==> src/sv/rle_pkg.sv <==
`timescale 1ns / 1ps
`default_nettype none
// ----------------------------------------------------------------------------
// rle_pkg
// Shared types and constants of the run-length stream decoder.
// ----------------------------------------------------------------------------
package rle_pkg;

   // Header magic word, little-endian on the stream
   localparam logic [31:0] MAGIC_WORD = 32'h2E454C52;

   // Bit positions in the first token byte
   localparam int FL_EXT_BIT  = 7;
   localparam int FL_REPE_BIT = 6;
   localparam int FL_WORD_BIT = 5;
   localparam int FL_ALPH_BIT = 4;

   // Stored token flags: repeat, word, alpha
   localparam int TF_REPE = 2;
   localparam int TF_WORD = 1;
   localparam int TF_ALPH = 0;

   localparam int CNT_W = 27;

   typedef enum logic [2:0] {
      PH_HDR   = 3'd0,
      PH_SKIP  = 3'd1,
      PH_TOK   = 3'd2,
      PH_EXT   = 3'd3,
      PH_LIT   = 3'd4,
      PH_RBYTE = 3'd5,
      PH_RWORD = 3'd6,
      PH_ALPHA = 3'd7
   } phase_type;

   typedef enum logic [2:0] {
      ST_OK       = 3'd0,
      ST_SHORT    = 3'd1,
      ST_BAD_MAGIC = 3'd2,
      ST_TRUNC    = 3'd3,
      ST_MISMATCH = 3'd4
   } status_type;

   typedef struct packed {
      logic [7:0] in_byte;
      logic       last_byte;
   } req_item_type;

   typedef struct packed {
      logic             elem_valid;
      logic             elem_is_word;
      logic [31:0]      elem_value;
      logic [CNT_W-1:0] repeat_count;
      logic             stream_done;
      logic [2:0]       end_status;
      logic [31:0]      bytes_out;
   } rsp_item_type;

endpackage
`default_nettype wire

==> src/sv/rle_req_if.sv <==
`timescale 1ns / 1ps
`default_nettype none
// ----------------------------------------------------------------------------
// rle_req_if
// Input channel: one compressed byte per item.
// ----------------------------------------------------------------------------
interface rle_req_if;
   logic       valid;
   logic       ready;
   logic [7:0] in_byte;
   logic       last_byte;

   modport source (output valid, output in_byte, output last_byte, input ready);
   modport sink   (input valid, input in_byte, input last_byte, output ready);
endinterface
`default_nettype wire

==> src/sv/rle_rsp_if.sv <==
`timescale 1ns / 1ps
`default_nettype none
// ----------------------------------------------------------------------------
// rle_rsp_if
// Result channel: one decoded element or run, or the end status.
// ----------------------------------------------------------------------------
interface rle_rsp_if;
   logic        valid;
   logic        ready;
   logic        elem_valid;
   logic        elem_is_word;
   logic [31:0] elem_value;
   logic [26:0] repeat_count;
   logic        stream_done;
   logic [2:0]  end_status;
   logic [31:0] bytes_out;

   modport source (output valid, output elem_valid, output elem_is_word,
                   output elem_value, output repeat_count, output stream_done,
                   output end_status, output bytes_out, input ready);
   modport sink   (input valid, input elem_valid, input elem_is_word,
                   input elem_value, input repeat_count, input stream_done,
                   input end_status, input bytes_out, output ready);
endinterface
`default_nettype wire

==> src/sv/rle_req_stage.sv <==
`timescale 1ns / 1ps
`default_nettype none
// ----------------------------------------------------------------------------
// rle_req_stage
// Input register: holds one accepted byte until the parser takes it.
// ----------------------------------------------------------------------------
module rle_req_stage (
   input  wire logic                  clock,
   input  wire logic                  reset,
   input  wire logic                  in_valid,
   output logic                       in_ready,
   input  wire rle_pkg::req_item_type in_item,
   output logic                       out_valid,
   output rle_pkg::req_item_type      out_item,
   input  wire logic                  out_take
);
   import rle_pkg::*;

   logic         valid_ff, valid_in;
   req_item_type item_ff, item_in;
   logic         accept;

   // Accept when empty or when the held item leaves this cycle
   assign in_ready = !valid_ff || out_take;
   assign accept   = in_valid && in_ready;

   always_comb begin
      valid_in = valid_ff;
      item_in  = item_ff;
      if (accept) begin
         valid_in = 1'b1;
         item_in  = in_item;
      end else if (out_take) begin
         valid_in = 1'b0;
      end
   end

   always_ff @(posedge clock) begin
      if (reset) begin
         valid_ff <= 1'b0;
      end else begin
         valid_ff <= valid_in;
      end
      item_ff <= item_in;
   end

   assign out_valid = valid_ff;
   assign out_item  = item_ff;
endmodule
`default_nettype wire

==> src/sv/rle_parse_core.sv <==
`timescale 1ns / 1ps
`default_nettype none
// ----------------------------------------------------------------------------
// rle_parse_core
// Header check, token parser and payload decode, one byte per cycle while results have room.
// ----------------------------------------------------------------------------
module rle_parse_core (
   input  wire logic                  clock,
   input  wire logic                  reset,
   input  wire logic                  in_valid,
   input  wire rle_pkg::req_item_type in_item,
   input  wire logic                  out_space,
   output logic                       take,
   output logic                       produce,
   output rle_pkg::rsp_item_type      out_item
);
   import rle_pkg::*;

   phase_type        phase_ff, phase_in;
   logic [2:0]       idx_ff, idx_in;
   logic [31:0]      magic_ff, magic_in;
   logic [31:0]      exp_len_ff, exp_len_in;
   logic [2:0]       flags_ff, flags_in;
   logic [CNT_W-1:0] run_ff, run_in;
   logic [CNT_W-1:0] left_ff, left_in;
   logic [31:0]      data_ff, data_in;
   logic [7:0]       alpha_ff, alpha_in;
   logic [31:0]      total_ff, total_in;

   logic [7:0]  b;
   logic        ev, isw, start_payload;
   logic [31:0] val, add_amt;
   logic [CNT_W-1:0] cnt;
   status_type  status;

   assign b = in_item.in_byte;

   // Next state for the byte in the input register
   always_comb begin
      phase_in      = phase_ff;
      idx_in        = idx_ff;
      magic_in      = magic_ff;
      exp_len_in    = exp_len_ff;
      flags_in      = flags_ff;
      run_in        = run_ff;
      left_in       = left_ff;
      data_in       = data_ff;
      alpha_in      = alpha_ff;
      ev            = 1'b0;
      isw           = 1'b0;
      val           = '0;
      cnt           = '0;
      add_amt       = '0;
      start_payload = 1'b0;

      case (phase_ff)
         PH_HDR: begin
            if (!idx_ff[2]) begin
               magic_in[{idx_ff[1:0], 3'b000} +: 8] = b;
            end else begin
               exp_len_in[{idx_ff[1:0], 3'b000} +: 8] = b;
            end
            if (idx_ff == 3'd7) begin
               idx_in   = '0;
               phase_in = (magic_ff == MAGIC_WORD) ? PH_TOK : PH_SKIP;
            end else begin
               idx_in = idx_ff + 3'd1;
            end
         end
         PH_SKIP: begin
         end
         PH_TOK: begin
            if (b[FL_REPE_BIT]) begin
               flags_in = b[FL_REPE_BIT:FL_ALPH_BIT];
               run_in   = {{(CNT_W-4){1'b0}}, b[3:0]};
            end else begin
               flags_in = '0;
               run_in   = {{(CNT_W-6){1'b0}}, b[5:0]};
            end
            if (b[FL_EXT_BIT]) begin
               idx_in   = 3'd1;
               phase_in = PH_EXT;
            end else begin
               start_payload = 1'b1;
            end
         end
         PH_EXT: begin
            run_in = {run_ff[CNT_W-8:0], b[6:0]};
            idx_in = idx_ff + 3'd1;
            if (!b[FL_EXT_BIT] || idx_ff >= 3'd3) begin
               start_payload = 1'b1;
            end
         end
         PH_LIT: begin
            ev      = 1'b1;
            val     = {24'd0, b};
            cnt     = {{(CNT_W-1){1'b0}}, 1'b1};
            add_amt = 32'd1;
            left_in = left_ff - {{(CNT_W-1){1'b0}}, 1'b1};
            if (left_in == '0) begin
               phase_in = PH_TOK;
            end
         end
         PH_RBYTE: begin
            if (run_ff != '0) begin
               ev      = 1'b1;
               val     = {24'd0, b};
               cnt     = run_ff;
               add_amt = {{(32-CNT_W){1'b0}}, run_ff};
            end
            phase_in = PH_TOK;
         end
         PH_RWORD: begin
            data_in[{idx_ff[1:0], 3'b000} +: 8] = data_ff[{idx_ff[1:0], 3'b000} +: 8] | b;
            if (idx_ff >= 3'd3) begin
               if (run_ff != '0) begin
                  ev      = 1'b1;
                  isw     = 1'b1;
                  val     = data_in;
                  cnt     = run_ff;
                  add_amt = {{(30-CNT_W){1'b0}}, run_ff, 2'b00};
               end
               phase_in = PH_TOK;
            end else begin
               idx_in = idx_ff + 3'd1;
            end
         end
         PH_ALPHA: begin
            if (idx_ff >= 3'd4) begin
               // shared alpha byte opens the group
               alpha_in = b;
               idx_in   = '0;
               data_in  = '0;
               if (left_ff == '0) begin
                  phase_in = PH_TOK;
               end
            end else if (idx_ff < 3'd2) begin
               if (idx_ff[0]) begin
                  data_in[23:16] = data_ff[23:16] | b;
               end else begin
                  data_in[31:24] = data_ff[31:24] | b;
               end
               idx_in = idx_ff + 3'd1;
            end else begin
               ev       = 1'b1;
               isw      = 1'b1;
               val      = data_ff | {16'd0, b, alpha_ff};
               cnt      = {{(CNT_W-1){1'b0}}, 1'b1};
               add_amt  = 32'd4;
               data_in  = '0;
               idx_in   = '0;
               left_in  = left_ff - {{(CNT_W-1){1'b0}}, 1'b1};
               if (left_in == '0) begin
                  phase_in = PH_TOK;
               end
            end
         end
         default: begin
         end
      endcase

      // Pick the payload phase from the freshly parsed token
      if (start_payload) begin
         if (!flags_in[TF_REPE]) begin
            left_in  = run_in;
            phase_in = (run_in == '0) ? PH_TOK : PH_LIT;
         end else if (flags_in[TF_WORD]) begin
            data_in  = '0;
            idx_in   = '0;
            phase_in = PH_RWORD;
         end else if (flags_in[TF_ALPH]) begin
            left_in  = run_in;
            idx_in   = 3'd4;
            phase_in = PH_ALPHA;
         end else begin
            phase_in = PH_RBYTE;
         end
      end

      total_in = total_ff + add_amt;

      // End status on the final byte
      if (!in_item.last_byte) begin
         status = ST_OK;
      end else if (phase_ff == PH_HDR) begin
         status = ST_SHORT;
      end else if (phase_in == PH_SKIP) begin
         status = ST_BAD_MAGIC;
      end else if (phase_in != PH_TOK) begin
         status = ST_TRUNC;
      end else if (total_in != exp_len_ff) begin
         status = ST_MISMATCH;
      end else begin
         status = ST_OK;
      end
   end

   // Fire when a result has room, or when no result comes of this byte
   assign produce = ev || in_item.last_byte;
   assign take    = in_valid && (!produce || out_space);

   always_comb begin
      out_item.elem_valid   = ev;
      out_item.elem_is_word = isw;
      out_item.elem_value   = val;
      out_item.repeat_count = cnt;
      out_item.stream_done  = in_item.last_byte;
      out_item.end_status   = status;
      out_item.bytes_out    = total_in;
   end

   // Advance state; the final byte returns the parser to the header phase
   always_ff @(posedge clock) begin
      if (reset || (take && in_item.last_byte)) begin
         phase_ff   <= PH_HDR;
         idx_ff     <= '0;
         magic_ff   <= '0;
         exp_len_ff <= '0;
         flags_ff   <= '0;
         run_ff     <= '0;
         left_ff    <= '0;
         data_ff    <= '0;
         alpha_ff   <= '0;
         total_ff   <= '0;
      end else if (take) begin
         phase_ff   <= phase_in;
         idx_ff     <= idx_in;
         magic_ff   <= magic_in;
         exp_len_ff <= exp_len_in;
         flags_ff   <= flags_in;
         run_ff     <= run_in;
         left_ff    <= left_in;
         data_ff    <= data_in;
         alpha_ff   <= alpha_in;
         total_ff   <= total_in;
      end
   end
endmodule
`default_nettype wire

==> src/sv/rle_rsp_buffer.sv <==
`timescale 1ns / 1ps
`default_nettype none
// ----------------------------------------------------------------------------
// rle_rsp_buffer
// Two-entry result queue; its registered room flag decouples the two sides.
// ----------------------------------------------------------------------------
module rle_rsp_buffer (
   input  wire logic                  clock,
   input  wire logic                  reset,
   input  wire logic                  push,
   input  wire rle_pkg::rsp_item_type push_item,
   output logic                       space,
   output logic                       out_valid,
   output rle_pkg::rsp_item_type      out_item,
   input  wire logic                  out_ready
);
   import rle_pkg::*;

   rsp_item_type slot_ff [2];
   logic         wr_ptr_ff, wr_ptr_in;
   logic         rd_ptr_ff, rd_ptr_in;
   logic [1:0]   count_ff, count_in;
   logic         pop;

   assign out_valid = (count_ff != 2'd0);
   assign out_item  = slot_ff[rd_ptr_ff];
   assign space     = (count_ff != 2'd2);
   assign pop       = out_valid && out_ready;

   // Advance pointers and occupancy
   always_comb begin
      wr_ptr_in = push ? ~wr_ptr_ff : wr_ptr_ff;
      rd_ptr_in = pop ? ~rd_ptr_ff : rd_ptr_ff;
      count_in  = count_ff + {1'b0, push} - {1'b0, pop};
   end

   always_ff @(posedge clock) begin
      if (reset) begin
         wr_ptr_ff <= 1'b0;
         rd_ptr_ff <= 1'b0;
         count_ff  <= 2'd0;
      end else begin
         wr_ptr_ff <= wr_ptr_in;
         rd_ptr_ff <= rd_ptr_in;
         count_ff  <= count_in;
      end
   end

   always_ff @(posedge clock) begin
      if (push) begin
         slot_ff[wr_ptr_ff] <= push_item;
      end
   end
endmodule
`default_nettype wire

==> src/sv/rle_stream_decoder_unit.sv <==
`timescale 1ns / 1ps
`default_nettype none
// ----------------------------------------------------------------------------
// rle_stream_decoder_unit
// Run-length stream decoder: header check, token parse, element/run output.
// ----------------------------------------------------------------------------
//   channel   dir  handshake        payload
//   req_bus   in   valid / ready    in_byte, last_byte
//   rsp_bus   out  valid / ready    elem_*, repeat_count, stream_done,
//                                   end_status, bytes_out
//
// One byte per cycle while the result queue has room; an accepted byte is held
// in the input register, and its result goes from the parse logic into the queue.
// Bytes that yield no result pass through the parser without using the queue.
// Reset is synchronous and clears parser state, the input register and the result queue.
// With rsp_bus.ready low the two-entry result queue fills, and req_bus.ready
// drops once the input register holds a byte that needs a result slot.
// ----------------------------------------------------------------------------
module rle_stream_decoder_unit (
   input  wire logic clock,
   input  wire logic reset,
   rle_req_if.sink   req_bus,
   rle_rsp_if.source rsp_bus
);
   import rle_pkg::*;

   req_item_type req_item;
   req_item_type held_item;
   logic         held_valid;
   logic         take;
   logic         produce;
   logic         space;
   rsp_item_type core_item;
   rsp_item_type buf_item;

   assign req_item.in_byte   = req_bus.in_byte;
   assign req_item.last_byte = req_bus.last_byte;

   rle_req_stage u_req_stage (
      .clock     (clock),
      .reset     (reset),
      .in_valid  (req_bus.valid),
      .in_ready  (req_bus.ready),
      .in_item   (req_item),
      .out_valid (held_valid),
      .out_item  (held_item),
      .out_take  (take)
   );

   rle_parse_core u_parse_core (
      .clock     (clock),
      .reset     (reset),
      .in_valid  (held_valid),
      .in_item   (held_item),
      .out_space (space),
      .take      (take),
      .produce   (produce),
      .out_item  (core_item)
   );

   rle_rsp_buffer u_rsp_buffer (
      .clock     (clock),
      .reset     (reset),
      .push      (take && produce),
      .push_item (core_item),
      .space     (space),
      .out_valid (rsp_bus.valid),
      .out_item  (buf_item),
      .out_ready (rsp_bus.ready)
   );

   assign rsp_bus.elem_valid   = buf_item.elem_valid;
   assign rsp_bus.elem_is_word = buf_item.elem_is_word;
   assign rsp_bus.elem_value   = buf_item.elem_value;
   assign rsp_bus.repeat_count = buf_item.repeat_count;
   assign rsp_bus.stream_done  = buf_item.stream_done;
   assign rsp_bus.end_status   = buf_item.end_status;
   assign rsp_bus.bytes_out    = buf_item.bytes_out;
endmodule
`default_nettype wire

==> src/flat_wrapper.sv <==
// flat-port wrapper written by rule: the top's interface ports become plain ports
module rle_stream_decoder_unit_flat import rle_pkg::*;
  (clock, reset, req_bus_valid, req_bus_in_byte, req_bus_last_byte, req_bus_ready, rsp_bus_valid, rsp_bus_elem_valid, rsp_bus_elem_is_word, rsp_bus_elem_value, rsp_bus_repeat_count, rsp_bus_stream_done, rsp_bus_end_status, rsp_bus_bytes_out, rsp_bus_ready);
  rle_req_if req_bus_i ();
  rle_rsp_if rsp_bus_i ();
  input  wire logic clock;
  input  wire logic reset;
  input wire logic [$bits(req_bus_i.valid)-1:0] req_bus_valid;
  input wire logic [$bits(req_bus_i.in_byte)-1:0] req_bus_in_byte;
  input wire logic [$bits(req_bus_i.last_byte)-1:0] req_bus_last_byte;
  output wire logic [$bits(req_bus_i.ready)-1:0] req_bus_ready;
  output wire logic [$bits(rsp_bus_i.valid)-1:0] rsp_bus_valid;
  output wire logic [$bits(rsp_bus_i.elem_valid)-1:0] rsp_bus_elem_valid;
  output wire logic [$bits(rsp_bus_i.elem_is_word)-1:0] rsp_bus_elem_is_word;
  output wire logic [$bits(rsp_bus_i.elem_value)-1:0] rsp_bus_elem_value;
  output wire logic [$bits(rsp_bus_i.repeat_count)-1:0] rsp_bus_repeat_count;
  output wire logic [$bits(rsp_bus_i.stream_done)-1:0] rsp_bus_stream_done;
  output wire logic [$bits(rsp_bus_i.end_status)-1:0] rsp_bus_end_status;
  output wire logic [$bits(rsp_bus_i.bytes_out)-1:0] rsp_bus_bytes_out;
  input wire logic [$bits(rsp_bus_i.ready)-1:0] rsp_bus_ready;
  assign req_bus_i.valid = req_bus_valid;
  assign req_bus_i.in_byte = req_bus_in_byte;
  assign req_bus_i.last_byte = req_bus_last_byte;
  assign req_bus_ready = req_bus_i.ready;
  assign rsp_bus_valid = rsp_bus_i.valid;
  assign rsp_bus_elem_valid = rsp_bus_i.elem_valid;
  assign rsp_bus_elem_is_word = rsp_bus_i.elem_is_word;
  assign rsp_bus_elem_value = rsp_bus_i.elem_value;
  assign rsp_bus_repeat_count = rsp_bus_i.repeat_count;
  assign rsp_bus_stream_done = rsp_bus_i.stream_done;
  assign rsp_bus_end_status = rsp_bus_i.end_status;
  assign rsp_bus_bytes_out = rsp_bus_i.bytes_out;
  assign rsp_bus_i.ready = rsp_bus_ready;
  rle_stream_decoder_unit u_core (.clock(clock), .reset(reset), .req_bus(req_bus_i), .rsp_bus(rsp_bus_i));
endmodule
==> config.mk <==
export PLATFORM = sky130hd
export DESIGN_NAME = rle_stream_decoder_unit_flat
export DESIGN_NICKNAME = d
export VERILOG_FILES = /design/src/sv/rle_pkg.sv /design/src/sv/rle_req_if.sv /design/src/sv/rle_rsp_if.sv /design/src/sv/rle_req_stage.sv /design/src/sv/rle_parse_core.sv /design/src/sv/rle_rsp_buffer.sv /design/src/sv/rle_stream_decoder_unit.sv /design/src/flat_wrapper.sv
export SDC_FILE = /design/constraint.sdc
export NUM_CORES = 1
export LEC_CHECK = 0
export ABC_AREA = 0
export BUFFER_PORTS_ARGS = -buffer_cell sky130_fd_sc_hd__buf_2
export CORE_AREA = 4 4 222 224
export DETAILED_ROUTE_END_ITERATION = 16
export DIE_AREA = 0 0 226 228
export PLACE_DENSITY_LB_ADDON = 0.05
export SYNTH_ARGS = -nofsm -noshare
export SYNTH_HDL_FRONTEND = slang
export SYNTH_HIERARCHICAL = 1
export SYNTH_SLANG_ARGS = --single-unit
export TNS_END_PERCENT = 100
==> constraint.sdc <==
create_clock -name clock -period 18.9 [get_ports clock]
set_clock_uncertainty 0.05 [all_clocks]
set_input_delay 0.945 -clock clock [delete_from_list [all_inputs] [get_ports clock]]
set_output_delay 0.945 -clock clock [all_outputs]
set_load 0.05 [all_outputs]
Word level (Yosys, flattened, before mapping)
Memory sizes are Yosys's and may differ from the RTL's. A register that Yosys moved wholly into a read port is not among the register bits.
Index checks and enable logic that the tools add are counted.
Storage, ports and cells
  bits in registers: 213
  bits in writable memories: 194
  input port bits: 13
  word-level logic and storage cells: 156
  memories: 1
Memory list
  u_core.u_rsp_buffer.slot_ff: depth 2, bits a word 97, rd ports 1, clocked after memory_dff 1, wr ports 1, RTL line rle_rsp_buffer.sv:19  | rsp_item_type slot_ff [2];
Operators by class
  add/subtract/negate cells: 6
  order comparisons: 3
  equal/unequal tests: 12
  shift-type cells: 4
  muxes and demuxes: 84
  bitwise operators: 7
  reductions and logical operators: 23
Operator list (number)
  $mux 32: 8
  $mux 27: 9
  $pmux 32 s4: 1
  $pmux 29 s4: 1
  $pmux 27 s2: 2
  $pmux 27 s4: 1
  $bwmux 32: 3
  $mux 3: 28
  $logic_not 27->1: 3
  $pmux 32 s2: 1
  $shiftx 8x7->32: 2
  $mux 29: 2
  $add 32x32->32: 1
  $eq 32x30->1 const B: 1
  $mux 16: 2
  $ne 32x32->1: 1
  $or 32x16->32: 1
  $shift 8x7->32 const A: 1
  $shiftx 32x6->8: 1
  $reduce_bool 27->1: 1
  $sub 27x1->27 const B: 1
  $mux 8: 3
  $or 8x8->8: 3
  $pmux 3 s6: 1
  25 further kinds: 61

Logic depth before layout (Yosys ltp)
  depth in word-level cells: 12
  depth in mapped cells: 20
  depth with buffers taken out: 18

Cells and area by module
The synthesis kept the hierarchy.
By module, submodules not included
  rle_parse_core: times used 1, cells an instance 1813, area an instance 13340.3 um^2, seq. area each 3983.8 um^2
  rle_rsp_buffer: times used 1, cells an instance 325, area an instance 7357.1 um^2, seq. area each 5925.7 um^2
  rle_req_stage: times used 1, cells an instance 14, area an instance 325.3 um^2, seq. area each 290.3 um^2
  rle_stream_decoder_unit: times used 1, cells an instance 1, area an instance 6.3 um^2, seq. area each 0.0 um^2

Worst setup path before layout
No wires, ideal clock.
  kind: flip-flop to flip-flop
  from: register u_core.u_parse_core.idx_ff[2]
  to: memory u_core/u_rsp_buffer/slot_ff[0][0] (netlist name) (enable)
  library setup time: 0.565 ns
  data arrival time: 6.994 ns
  required time: 18.285 ns
  slack: 11.290 ns
  cell stages (with the launch flop): 13
  buffers on the path: 2
  period minus slack after synthesis: 7.610 ns
  path through: dfxtp_1 -> clkinv_1 -> ha_1 -> a211o_1 -> a21oi_1 -> a21oi_2 -> nor3_2 -> o21ai_2 -> inv_2 -> clkbuf_1 -> clkbuf_1 -> and2_1 -> nor2b_1
Between the ends
  word-level cells in the longest chain between the ends: 11
RTL lines
  start: declaration: RTL line rle_parse_core.sv:20  | logic [2:0] idx_ff, idx_in;
  start signal: assignment: RTL line rle_parse_core.sv:227  | idx_ff <= idx_in;
  $lt 3x2->1: RTL line rle_parse_core.sv:137  | end else if (idx_ff < 3'd2) begin
  $mux 1: RTL line rle_parse_core.sv:137
  $mux 1: RTL line rle_parse_core.sv:129  | if (idx_ff >= 3'd4) begin
  $pmux 1 s4 *: RTL line rle_parse_core.sv:56  | case (phase_ff)
  $logic_or 1x1->1 *: RTL line rle_parse_core.sv:199  | assign produce = ev || in_item.last_byte;
  $logic_not 1->1 *: RTL line rle_parse_core.sv:200  | assign take = in_valid && (!produce || out_space);
  $logic_or 1x1->1 *: RTL line rle_parse_core.sv:200
  $logic_and 1x1->1 *: RTL line rle_parse_core.sv:200
  net u_core.take: RTL line rle_stream_decoder_unit.sv:30  | logic take;
  $logic_and 1x1->1 *: RTL line rle_stream_decoder_unit.sv:64  | .push (take && produce),
  $mux 1 *: RTL line rle_rsp_buffer.sv:50  | if (push) begin
  $mux 1 (implied by the code) *: RTL line rle_rsp_buffer.sv:51  | slot_ff[wr_ptr_ff] <= push_item;
  end: declaration: RTL line rle_rsp_buffer.sv:19
Mark *: on every way through the listed nets, which the timed path passes. The rest lies on a longest branch.

==> impl_metrics.ini <==
[placement]
detailedPlace.worstSlack_ps = 12920
gp_congestion = 0.921
portBuffers = 111
hpwl_mm = 45.1

[status]
status = finished, final reports clean

[global_route]
grt_antenna_before_repair = 0
grt_pass1_vias = 16000
grt_pass1_wl_mm = 98.4
track_usage_pct = 24.2
grt_max_degree = 94
grt_remaining_overflow = 0

[detailed_routing]
antenna_left = 0
vias = 16900
first_pass_iters = 5
avgViaCountPerCell = 5.98
wirelength_mm = 64.4
drt_iter0_markers = 1626
drc = 0
wl_per_cell_microns = 22.8

[setup_path]
worstPathRequired_ps = 19180
critPathMaxFanout = 35
rr_endpoint = u_core/u_rsp_buffer/slot_ff[0][34]
reg2reg_from = u_core/u_parse_core/idx_ff[1]
cp.arrival_ps = 6390
cp-endpoint = u_core/u_rsp_buffer/slot_ff[0][34]
worstSetupEndpointType = flip-flop
start_kind = flip-flop
worst-r2r-setup-slack_ps = 12790
crit_start = u_core/u_parse_core/idx_ff[1]
worstSetupPathType = reg -> reg
r2r_cells = 17

[synth]
ys.flop_type = dfxtp_1
synth-seq-area-share_pct = 48.5
ys_ff_latch = 408
async_flop_share_pct = 0
syn_inst = 2153
yosysMostFrequentCell = nor2_1
netlist_area_sq_um = 21000
synth_cell_type_count = 82
avgSynthCellArea_sq_um = 9.77
netlist_top_cells_area = edfxtp_1 (29%), dfxtp_1 (20%), a21oi_1 (4.8%), nor2_1 (4.6%), mux2_2 (3.7%)
yosys_warnings = 6
yosysTopAreaCell = edfxtp_1
synthTopCellsByCount = nor2_1 (255), dfxtp_1 (205), a21oi_1 (203), edfxtp_1 (203), nand2_1 (190)
synth_nets = 2207
yosysTopAreaCellShare_pct = 29.0
synth_edf_count = 203

[cts]
cts_tree = done
clock_latency_ps = 580
htreeDepth = 2
postCtsSetupBuffers = 0
hold_buffers = 0
cts_sinks = 408
cts_buffers = 45
clock_path_buffers = 3
cts_resized = 0
clk_pin_slew_worst_paths_ps = 60
cts-root-buf = clkbuf_16

[final_layout]
register_area_sq_um = 10200
num_antenna_cells = 0
area_delta_synth_final_pct = 11.7
nNetsFinal = 2231
multi_input_area_sq_um = 10100
drive_gt1_share_pct = 15.9
fillers = 4435
final_util_pct = 49.6

[timing]
slew_headroom_pct = 23.0
worst_slew_pin_slew_ps = 1150
slew_violations = 0
period_share_pct = 32.3
rsz0062_at_grt = no
max_freq_mhz = 164
hold_viol = 0
period_minus_slack_ps = 6110
layout_setup_ws_ps = 12790
fin_setup_tns_ps = 0
setup_violations = 0
timing.hold.ws_ps = 404

[run]
cap_viol_max_count = 0

[floorplanning]
coreArea_sq_um = 47300
fp.dieArea_sq_um = 51500
rows = 80
die_height_microns = 228
start_util_pct = 44.4
die_x_microns = 226
ios = 112

[pwr]
p_per_area_nw_per_um2 = 109
leakage_nw = 8.47
vdd_drop_max_mv = 0.0943

[min_path]
holdCritPathClass = reg -> reg
## kinds of logic (layout without fill, tap and decap cells)
group	after synthesis	after routing	share of synthesized area, %
AND/OR/NAND/NOR	769	769	17.6
flip-flops	408	408	48.5
XOR/XNOR	75	75	3.19
buffers and inverters	185	245	3.68
AO/OA/AOI/OAI	552	552	17.1
multiplexers	123	123	7.46
adder cells (fa/ha/maj)	41	41	2.48
## area by class of cell
class                           instances  area share (%)
Inverter                               31           0.501
Multi-Input combinational cell       1560            43.0
Timing Repair Buffer                  131            3.01
Sequential cell                       408            43.5
Clock buffer                           61            5.59
Clock inverter                         22            1.21
Tap cell                              615            3.28
## routing by layer
metal  global-route usage, %  wire, microns
met4                    5.15            993
met1                    35.6          29900
met5                       0              0
met2                    38.5          30100
met3                    3.03           3430
## sequential cells by signal (all words and copies together) (netlist names), named ones only
signal                          cells
u_core/u_rsp_buffer/count_ff        2
u_core/u_parse_core/total_ff       32
u_core/u_parse_core/flags_ff        3
u_core/u_req_stage/out_item         9
u_core/u_parse_core/left_ff        27
u_core/u_parse_core/magic_ff       32
u_core/u_parse_core/run_ff         27
u_core/u_rsp_buffer/wr_ptr_ff       1
u_core/u_parse_core/phase_ff        3
u_core/u_parse_core/data_ff        32
u_core/u_rsp_buffer/rd_ptr_ff       1
u_core/u_rsp_buffer/slot_ff       194
u_core/u_req_stage/out_valid        1
u_core/u_parse_core/idx_ff          3
u_core/u_parse_core/alpha_ff        8
u_core/u_parse_core/exp_len_ff     32
## power breakdown
part	internal (W)	leakage, nW	switching, W
Sequential	0.000968	3.54	0.0000498
Combinational	0.000183	4.15	0.000418
Clock	0.000570	0.786	0.000366
Total	0.00172	8.47	0.000834
## per-stage QoR
stage                     instance area (sq um)  instances  total power (W)
after floorplan                           21000       2153          0.00150
after global placement                    21900       2745          0.00164
after detailed placement                  21900       2745          0.00164
after CTS                                 23500       2828          0.00258
after global routing                      23500       2828          0.00266
final                                     23500       2828          0.00256
## worst max-delay path: stages (launching register included)
cell and delay, ps:
dfxtp_1 790, ha_1 690, ha_1 290, a211oi_1 80
nor3_2 140, buf_4 410, a221o_1 260, ha_1 290
and3_1 220, a22oi_1 420, a211oi_2 290, a211oi_2 510
o31a_1 260, o21bai_1 140, and3_1 250, a2111oi_0 380
nand4_1 160, o21a_1 210
## cell usage in the layout (no fill, tap or decap), types with 20 or more instances in the layout
master       n
nand3_1     23
a21oi_1    202
nor3_1      80
mux2_4      30
xnor2_1     46
edfxtp_1   203
buf_4       20
dfxtp_1    204
mux2_2      69
nor2b_1     31
a211oi_1    31
clkbuf_16   47
a22oi_1     47
or3_1       24
o21ai_0     66
inv_1       27
a22o_1      51
and2_1      36
nor2_1     255
nand2_1    190
buf_2      111
xor2_1      28
o22ai_1     26
and3_1      21
ha_1        40
## how the worst min path moves through the flow
| stage | start | to | slack [ps] | cells after the start |
|---|---|---|---|---|
| 6_report | u_core/u_parse_core/magic_ff[0] | u_core/u_parse_core/magic_ff[0] | 400 | 2 |
| 5_1_grt | u_core/u_parse_core/magic_ff[6] | u_core/u_parse_core/magic_ff[6] | 420 | 2 |
| 4_1_cts | u_core/u_parse_core/magic_ff[0] | u_core/u_parse_core/magic_ff[0] | 410 | 2 |
| 3_5_place_dp | u_core/u_parse_core/magic_ff[4] | u_core/u_parse_core/magic_ff[4] | 400 | 2 |
| 3_3_place_gp | u_core/u_parse_core/magic_ff[6] | u_core/u_parse_core/magic_ff[6] | 390 | 2 |
| 2_1_floorplan | u_core/u_parse_core/magic_ff[4] | u_core/u_parse_core/magic_ff[4] | 380 | 2 |
Note: power is estimated with default switching activity, not from simulation.
